$ cat src/rtl/core/rth_pkg.sv
package rth_pkg;

  localparam int IN_BITS_DEF  = 8;
  localparam int OUT_BITS_DEF = 16;

  // division lanes carried through the cell chain
  localparam int LANES    = 3;
  localparam int LANE_HUE = 0;
  localparam int LANE_SAT = 1;
  localparam int LANE_LIG = 2;

  typedef struct packed {
    logic valid;
    logic gray;
  } rth_ctl_t;

endpackage

$ cat src/rtl/core/rth_if.sv
interface rth_rgb_if #(
  parameter int W = rth_pkg::IN_BITS_DEF
);
  logic         valid;
  logic         ready;
  logic [W-1:0] red;
  logic [W-1:0] green;
  logic [W-1:0] blue;

  modport source (output valid, output red, output green, output blue, input ready);
  modport sink   (input valid, input red, input green, input blue, output ready);
endinterface

interface rth_hsl_if #(
  parameter int W = rth_pkg::OUT_BITS_DEF
);
  logic         valid;
  logic         ready;
  logic [W-1:0] hue;
  logic [W-1:0] saturation;
  logic [W-1:0] lightness;

  modport source (output valid, output hue, output saturation, output lightness,
                  input ready);
  modport sink   (input valid, input hue, input saturation, input lightness,
                  output ready);
endinterface

$ cat src/rtl/core/rth_front.sv
module rth_front #(
  parameter int IN_BITS = rth_pkg::IN_BITS_DEF,
  parameter int RW      = IN_BITS + 4
) (
  input  logic                   clk,
  input  logic                   rst,
  input  logic                   en,
  input  logic                   valid,
  input  logic [IN_BITS-1:0]     red,
  input  logic [IN_BITS-1:0]     green,
  input  logic [IN_BITS-1:0]     blue,
  output rth_pkg::rth_ctl_t      ctl,
  output logic [2:0][RW-1:0]     rem,
  output logic [2:0][RW-1:0]     div
);
  import rth_pkg::*;

  localparam logic [RW-1:0] MAXC = RW'((1 << IN_BITS) - 1);

  logic [RW-1:0] r, g, b, mx, mn, d, sum, pos, sden;
  logic [2:0][RW-1:0] rem_next, div_next;

  always_comb begin
    r = RW'(red);
    g = RW'(green);
    b = RW'(blue);
    mx = r;
    if (g > mx) mx = g;
    if (b > mx) mx = b;
    mn = r;
    if (g < mn) mn = g;
    if (b < mn) mn = b;
    d   = mx - mn;
    sum = mx + mn;
    if (mx == r) begin
      pos = (g >= b) ? (g - b) : (RW'(6) * d - (b - g));
    end else if (mx == g) begin
      pos = b + (d << 1) - r;
    end else begin
      pos = r + (d << 2) - g;
    end
    sden = (sum <= MAXC) ? sum : ((MAXC << 1) - sum);
    // divisors are doubled so every cell can shift first
    rem_next[LANE_HUE] = pos;
    div_next[LANE_HUE] = RW'(12) * d;
    rem_next[LANE_SAT] = d;
    div_next[LANE_SAT] = sden << 1;
    rem_next[LANE_LIG] = sum;
    div_next[LANE_LIG] = MAXC << 2;
  end

  always_ff @(posedge clk) begin
    if (rst) begin
      ctl.valid <= 1'b0;
    end else if (en) begin
      ctl.valid <= valid;
    end
    if (en) begin
      ctl.gray <= (d == '0);
      rem      <= rem_next;
      div      <= div_next;
    end
  end

endmodule

$ cat src/rtl/core/rth_cell.sv
module rth_cell #(
  parameter int RW = rth_pkg::IN_BITS_DEF + 4,
  parameter int QW = rth_pkg::OUT_BITS_DEF + 2
) (
  input  logic                   clk,
  input  logic                   rst,
  input  logic                   en,
  input  rth_pkg::rth_ctl_t      ctl_in,
  input  logic [2:0][RW-1:0]     rem_in,
  input  logic [2:0][RW-1:0]     div_in,
  input  logic [2:0][QW-1:0]     quo_in,
  output rth_pkg::rth_ctl_t      ctl_out,
  output logic [2:0][RW-1:0]     rem_out,
  output logic [2:0][RW-1:0]     div_out,
  output logic [2:0][QW-1:0]     quo_out
);
  import rth_pkg::*;

  logic [2:0][RW:0]   trial;
  logic [2:0]         qbit;
  logic [2:0][RW-1:0] rem_next;

  // one restoring division step per lane
  always_comb begin
    for (int i = 0; i < LANES; i++) begin
      trial[i] = {rem_in[i], 1'b0};
      qbit[i]  = (trial[i] >= {1'b0, div_in[i]});
      rem_next[i] = qbit[i] ? RW'(trial[i] - {1'b0, div_in[i]}) : RW'(trial[i]);
    end
  end

  always_ff @(posedge clk) begin
    if (rst) begin
      ctl_out.valid <= 1'b0;
    end else if (en) begin
      ctl_out.valid <= ctl_in.valid;
    end
    if (en) begin
      ctl_out.gray <= ctl_in.gray;
      rem_out      <= rem_next;
      div_out      <= div_in;
      for (int i = 0; i < LANES; i++) begin
        quo_out[i] <= {quo_in[i][QW-2:0], qbit[i]};
      end
    end
  end

endmodule

$ cat src/rtl/core/rgb_to_hsl_converter.sv
// RGB to HSL converter.
// pix (sink) takes one pixel per transaction: red, green, blue, each an
// IN_BITS code for 0.0 to 1.0. hsl (source) gives hue, saturation and
// lightness as unsigned Q0.OUT_BITS fractions, rounded to nearest.
// Throughput: one pixel per clock while hsl is not stalled.
// Stages: one front cell that finds max, min and the numerators,
// OUT_BITS + 2 division cells that each produce one quotient bit for all
// three results, and the output register.
// The chain advances as a whole; when hsl holds valid without ready, every
// stage holds and pix.ready drops, so nothing is lost. Reset clears all
// valid flags; results already in flight are dropped.
module rgb_to_hsl_converter #(
  parameter int IN_BITS  = rth_pkg::IN_BITS_DEF,
  parameter int OUT_BITS = rth_pkg::OUT_BITS_DEF
) (
  input logic clk,
  input logic rst,
  rth_rgb_if.sink   pix,
  rth_hsl_if.source hsl
);
  import rth_pkg::*;

  localparam int RW = IN_BITS + 4;
  localparam int QW = OUT_BITS + 2;
  localparam int NC = OUT_BITS + 2;

  logic en;
  rth_ctl_t           ctl [0:NC];
  logic [2:0][RW-1:0] rem [0:NC];
  logic [2:0][RW-1:0] div [0:NC];
  logic [2:0][QW-1:0] quo [0:NC];
  logic [2:0][QW-1:0] rnd;
  logic [OUT_BITS-1:0] hue_next, sat_next, lig_next;

  assign en        = !hsl.valid || hsl.ready;
  assign pix.ready = en;
  assign quo[0]    = '0;

  rth_front #(.IN_BITS(IN_BITS), .RW(RW)) u_front (
    .clk(clk), .rst(rst), .en(en), .valid(pix.valid),
    .red(pix.red), .green(pix.green), .blue(pix.blue),
    .ctl(ctl[0]), .rem(rem[0]), .div(div[0])
  );

  for (genvar k = 0; k < NC; k++) begin : g_cell
    rth_cell #(.RW(RW), .QW(QW)) u_cell (
      .clk(clk), .rst(rst), .en(en),
      .ctl_in(ctl[k]), .rem_in(rem[k]), .div_in(div[k]), .quo_in(quo[k]),
      .ctl_out(ctl[k+1]), .rem_out(rem[k+1]), .div_out(div[k+1]),
      .quo_out(quo[k+1])
    );
  end

  // quotient carries one extra fraction bit: add half and drop it
  always_comb begin
    for (int i = 0; i < LANES; i++) begin
      rnd[i] = quo[NC][i] + QW'(1);
    end
    hue_next = rnd[LANE_HUE][OUT_BITS:1];
    sat_next = rnd[LANE_SAT][OUT_BITS+1] ? '1 : rnd[LANE_SAT][OUT_BITS:1];
    lig_next = rnd[LANE_LIG][OUT_BITS+1] ? '1 : rnd[LANE_LIG][OUT_BITS:1];
    if (ctl[NC].gray) begin
      hue_next = '0;
      sat_next = '0;
    end
  end

  always_ff @(posedge clk) begin
    if (rst) begin
      hsl.valid <= 1'b0;
    end else if (en) begin
      hsl.valid <= ctl[NC].valid;
    end
    if (en) begin
      hsl.hue        <= hue_next;
      hsl.saturation <= sat_next;
      hsl.lightness  <= lig_next;
    end
  end

`ifndef NO_ASSERTIONS
  a_rem_bound: assert property (@(posedge clk) disable iff (rst)
    ctl[NC].valid && !ctl[NC].gray |->
      (rem[NC][LANE_HUE] < div[NC][LANE_HUE]) &&
      (rem[NC][LANE_SAT] < div[NC][LANE_SAT]))
    else $error("division remainder not below divisor");

  a_lig_bound: assert property (@(posedge clk) disable iff (rst)
    ctl[NC].valid |-> rem[NC][LANE_LIG] < div[NC][LANE_LIG])
    else $error("lightness remainder not below divisor");

  a_advance: assert property (@(posedge clk) disable iff (rst)
    en && ctl[0].valid |=> ctl[1].valid)
    else $error("transaction lost between front and first cell");

  a_hold: assert property (@(posedge clk) disable iff (rst)
    !en |=> $stable(ctl[NC].valid) && $stable(quo[NC]))
    else $error("chain moved while output stalled");
`endif

endmodule

$ cat src/flat_wrapper.sv
// flat-port wrapper written by rule: the top's interface ports become plain ports
module rgb_to_hsl_converter_flat import rth_pkg::*;
#(
  parameter int IN_BITS  = rth_pkg::IN_BITS_DEF,
  parameter int OUT_BITS = rth_pkg::OUT_BITS_DEF
)
  (clk, rst, pix_valid, pix_red, pix_green, pix_blue, pix_ready, hsl_valid, hsl_hue, hsl_saturation, hsl_lightness, hsl_ready);
  rth_rgb_if #(.W((IN_BITS_DEF))) pix_i ();
  rth_hsl_if #(.W((OUT_BITS_DEF))) hsl_i ();
  input logic clk;
  input logic rst;
  input wire logic [$bits(pix_i.valid)-1:0] pix_valid;
  input wire logic [$bits(pix_i.red)-1:0] pix_red;
  input wire logic [$bits(pix_i.green)-1:0] pix_green;
  input wire logic [$bits(pix_i.blue)-1:0] pix_blue;
  output wire logic [$bits(pix_i.ready)-1:0] pix_ready;
  output wire logic [$bits(hsl_i.valid)-1:0] hsl_valid;
  output wire logic [$bits(hsl_i.hue)-1:0] hsl_hue;
  output wire logic [$bits(hsl_i.saturation)-1:0] hsl_saturation;
  output wire logic [$bits(hsl_i.lightness)-1:0] hsl_lightness;
  input wire logic [$bits(hsl_i.ready)-1:0] hsl_ready;
  assign pix_i.valid = pix_valid;
  assign pix_i.red = pix_red;
  assign pix_i.green = pix_green;
  assign pix_i.blue = pix_blue;
  assign pix_ready = pix_i.ready;
  assign hsl_valid = hsl_i.valid;
  assign hsl_hue = hsl_i.hue;
  assign hsl_saturation = hsl_i.saturation;
  assign hsl_lightness = hsl_i.lightness;
  assign hsl_i.ready = hsl_ready;
  rgb_to_hsl_converter #(.IN_BITS(IN_BITS), .OUT_BITS(OUT_BITS)) u_core (.clk(clk), .rst(rst), .pix(pix_i), .hsl(hsl_i));
endmodule
$ cat config.mk
export PLATFORM = sky130hd
export DESIGN_NAME = rgb_to_hsl_converter_flat
export DESIGN_NICKNAME = d
export VERILOG_FILES = /design/src/rtl/core/rth_pkg.sv /design/src/rtl/core/rth_if.sv /design/src/rtl/core/rth_front.sv /design/src/rtl/core/rth_cell.sv /design/src/rtl/core/rgb_to_hsl_converter.sv /design/src/flat_wrapper.sv
export SDC_FILE = /design/constraint.sdc
export NUM_CORES = 2
export LEC_CHECK = 0
export ABC_AREA = 0
export BUFFER_PORTS_ARGS = -buffer_cell sky130_fd_sc_hd__buf_2
export CORE_ASPECT_RATIO = 1.2
export CORE_MARGIN = 3
export CORE_UTILIZATION = 60
export CTS_BUF_LIST = sky130_fd_sc_hd__clkbuf_8
export DETAILED_ROUTE_END_ITERATION = 10
export GPL_TIMING_DRIVEN = 0
export PLACE_DENSITY = 0.77
export SYNTH_ARGS = -nofsm -noshare
export SYNTH_HDL_FRONTEND = slang
export SYNTH_HIERARCHICAL = 1
export SYNTH_SLANG_ARGS = --single-unit
$ cat constraint.sdc
create_clock -name clk -period 304.8 [get_ports clk]
set_clock_uncertainty 0.1 [all_clocks]
set_input_delay 60.96 -clock clk [delete_from_list [all_inputs] [get_ports clk]]
set_output_delay 60.96 -clock clk [all_outputs]
set_load 0.02 [all_outputs]
==> results by group <==
Die
  – Row Count: 164
  – Chip height: 455 um
  – Die width: between 300 and 400 um
  – Initial Util: 60.4%
  – Ports: 78
  – Die area: 173,000 um2
  – Core footprint: 167,000 um2

Setup path
  – CP Launch Type: primary input
  – Slowest CP cell: nand2b_4
  – CP Capture Type: output port
  – Crit path cell chain: buf_2 -> nand2b_4 -> buf_16 -> buf_16 -> buf_16 -> buf_2
  – CP delay by family, top: buffers and inverters
  – Critical Path Fanout Max: 72
  – CP peak stage delay: 0.73 ns
  – Worst path required time: 243.74 ns
  – Crit path DAT: 63.20 ns
  – Buf+Inv Stages, Crit Path: 5
  – CP Class: in2out
  – Most frequent cell on the critical path: buf_16

Clock tree
  – Clk_lat worst skew: 1.00 ns
  – Clk root buf: clkbuf_8
  – Cts repair resizes: 0
  – Post-CTS setup buffer count: 0
  – Clock Sink Count: 1,856
  – CTS HTree Levels: 5
  – Max clock buf depth: 4
  – Total CTS buffers: between 300 and 400
  – CTS tree: done
  – Hold_buf cts: 0
  – Clk slew on worst S/H paths: 0.06 ns

Synth
  – Gate Count Post-Synth: 8,316
  – Cell area after synthesis: 101,000 um2
  – Synth Area per Inst: 12.1 um2
  – Synthesis warning total: 6

Run
  – Max-cap violations: 0

Detailed routing
  – Drt pass-1 iters: 6
  – WL final: ~190,000 um
  – DR vias: 64,685
  – Number of DRC markers in iteration 0: 3,426
  – Post-route DRC violation count: 0
  – ANT nets after route: 0
  – Avg WL per Cell: 17.1 um
  – Vias/cell: 5.78

Global routing
  – Grt total ovfl: 0
  – Vias in the first global route: 66,661
  – First-pass GRT wire length: 312,000 um
  – Pin count of the biggest net entering global routing: 77
  – Gr usage total: 21.8%
  – Initial antenna violation count: 1

STA
  – Final setup TNS: 0 ns
  – RSZ-0062 raised after global routing: no
  – Final min period: 124.26 ns
  – Fin. Hold Viols: 0
  – Setup Viol. Count Final: 0
  – Slew headroom: a little over a fifth
  – Slew Viols, Final: 0
  – Worst Tran Pin Value: ~1.2 ns
  – Fmax: 0.00805 GHz
  – Crit share post-route: about 41%

Placed design
  – Gpl congestion: 0.950
  – PortBufs: 77
  – Hpwl dp: 143,000 um

Cells and area
  – Nets: 9,594
  – Fraction of layout instances using a drive strength above 1: between 10% and 20%
  – Layout area overhead: 9.30%
  – # fillers: 11,937

Status
  – Status: finished, final reports clean

Hold path
  – Hold/Removal Path Class: reg2reg
state kept, by name (all words and copies together), names as in the netlist:
| signal | count |
|---|---|
| u_core/g_cell.u_cell/div_out | 612 |
| u_core/g_cell.u_cell/rem_out | 612 |
| u_core/g_cell.u_cell/quo_out | 495 |
| u_core/g_cell.u_cell/ctl_out | 36 |
| u_core/u_front/rem | 32 |
| u_core/u_front/div | 18 |
| u_core/hsl.hue | 16 |
| u_core/hsl.lightness | 16 |
| u_core/hsl.saturation | 16 |
| u_core/u_front/ctl | 2 |
| u_core/hsl.valid | 1 |
area by class of cell:
| cell class | instances | area (um2) | area share, % |
|---|---|---|---|
| flip-flops and latches | 1856 | 55500 | 50.5 |
| well taps | 2241 | 2800 | 2.55 |
| inverters | 829 | 3110 | 2.83 |
| clock inverters | 197 | 1010 | 0.922 |
| diodes | 1 | 2.50 | 0.00227 |
| clock buffers | 313 | 4310 | 3.91 |
| multi-input cells | 5517 | 41400 | 37.6 |
| plain buffers | 130 | 767 | 0.697 |
| repair buffers | 106 | 1170 | 1.06 |
metrics by stage:
step	std cells	utilization, %	instance area, um2	worst slack (ns)	hold slack (ns)
floorplan	8332	-	101000	138.39	0.300
global placement	10650	62.4	104000	118.84	0.300
detailed placement	10679	62.9	105000	180.53	0.305
CTS	11189	66.1	110000	180.53	0.283
global route	11190	66.1	110000	180.39	0.296
finish	11190	66.1	110000	180.54	0.291
path summary, 6_finish.rpt:
check                                     start  slack, ns  depth (start not counted)                             endpoint
max                                   hsl_ready     180.54                          6                            pix_ready
min          u_core/g_cell[8].u_cell/quo_out[0]       0.29                          0   u_core/g_cell[9].u_cell/quo_out[1]
max reg2reg                    u_core/hsl.valid     301.24                          7  u_core/g_cell[7].u_cell/rem_out[11]
min reg2reg  u_core/g_cell[8].u_cell/quo_out[0]       0.29                          0   u_core/g_cell[9].u_cell/quo_out[1]
per-layer routing:
metal	share of wire (%)	global-route usage, %	vias to the layer above
li1	-	-	31701
met5	0	0	-
met4	5.1	12.2	0
met3	3.4	3.40	643
met1	35	20.3	30833
met2	57	44.4	1508
cells in the final DEF (no fill, tap or decap), drive strengths merged, types with 20 or more instances in the layout:
| master | count |
|---|---|
| a21boi | 55 |
| o311a | 22 |
| a21o | 127 |
| mux2i | 90 |
| nand2 | 427 |
| nor2b | 176 |
| o21bai | 50 |
| edfxtp | 1836 |
| o21ai | 546 |
| o31a | 107 |
| xor2 | 180 |
| dfxtp | 20 |
| a21oi | 528 |
| nand2b | 61 |
| o41ai | 20 |
| ha | 748 |
| nand3 | 151 |
| nor3 | 145 |
| and4 | 20 |
| clkinv | 97 |
| o31ai | 78 |
| o2111ai | 20 |
| a31oi | 77 |
| a22oi | 20 |
| fa | 72 |
| a211oi | 83 |
| nand4 | 94 |
| nor3b | 39 |
| nor4 | 42 |
| clkbuf | 367 |
| o21a | 228 |
| nor2 | 464 |
| and2 | 39 |
| xnor2 | 256 |
| buf | 182 |
| or2 | 26 |
| o211ai | 26 |
| mux2 | 292 |
| or3 | 46 |
| inv | 914 |
Power is left out: the tool's default activity adds up to more than one toggle a clock period on the data nets, which glitch-free logic cannot reach.
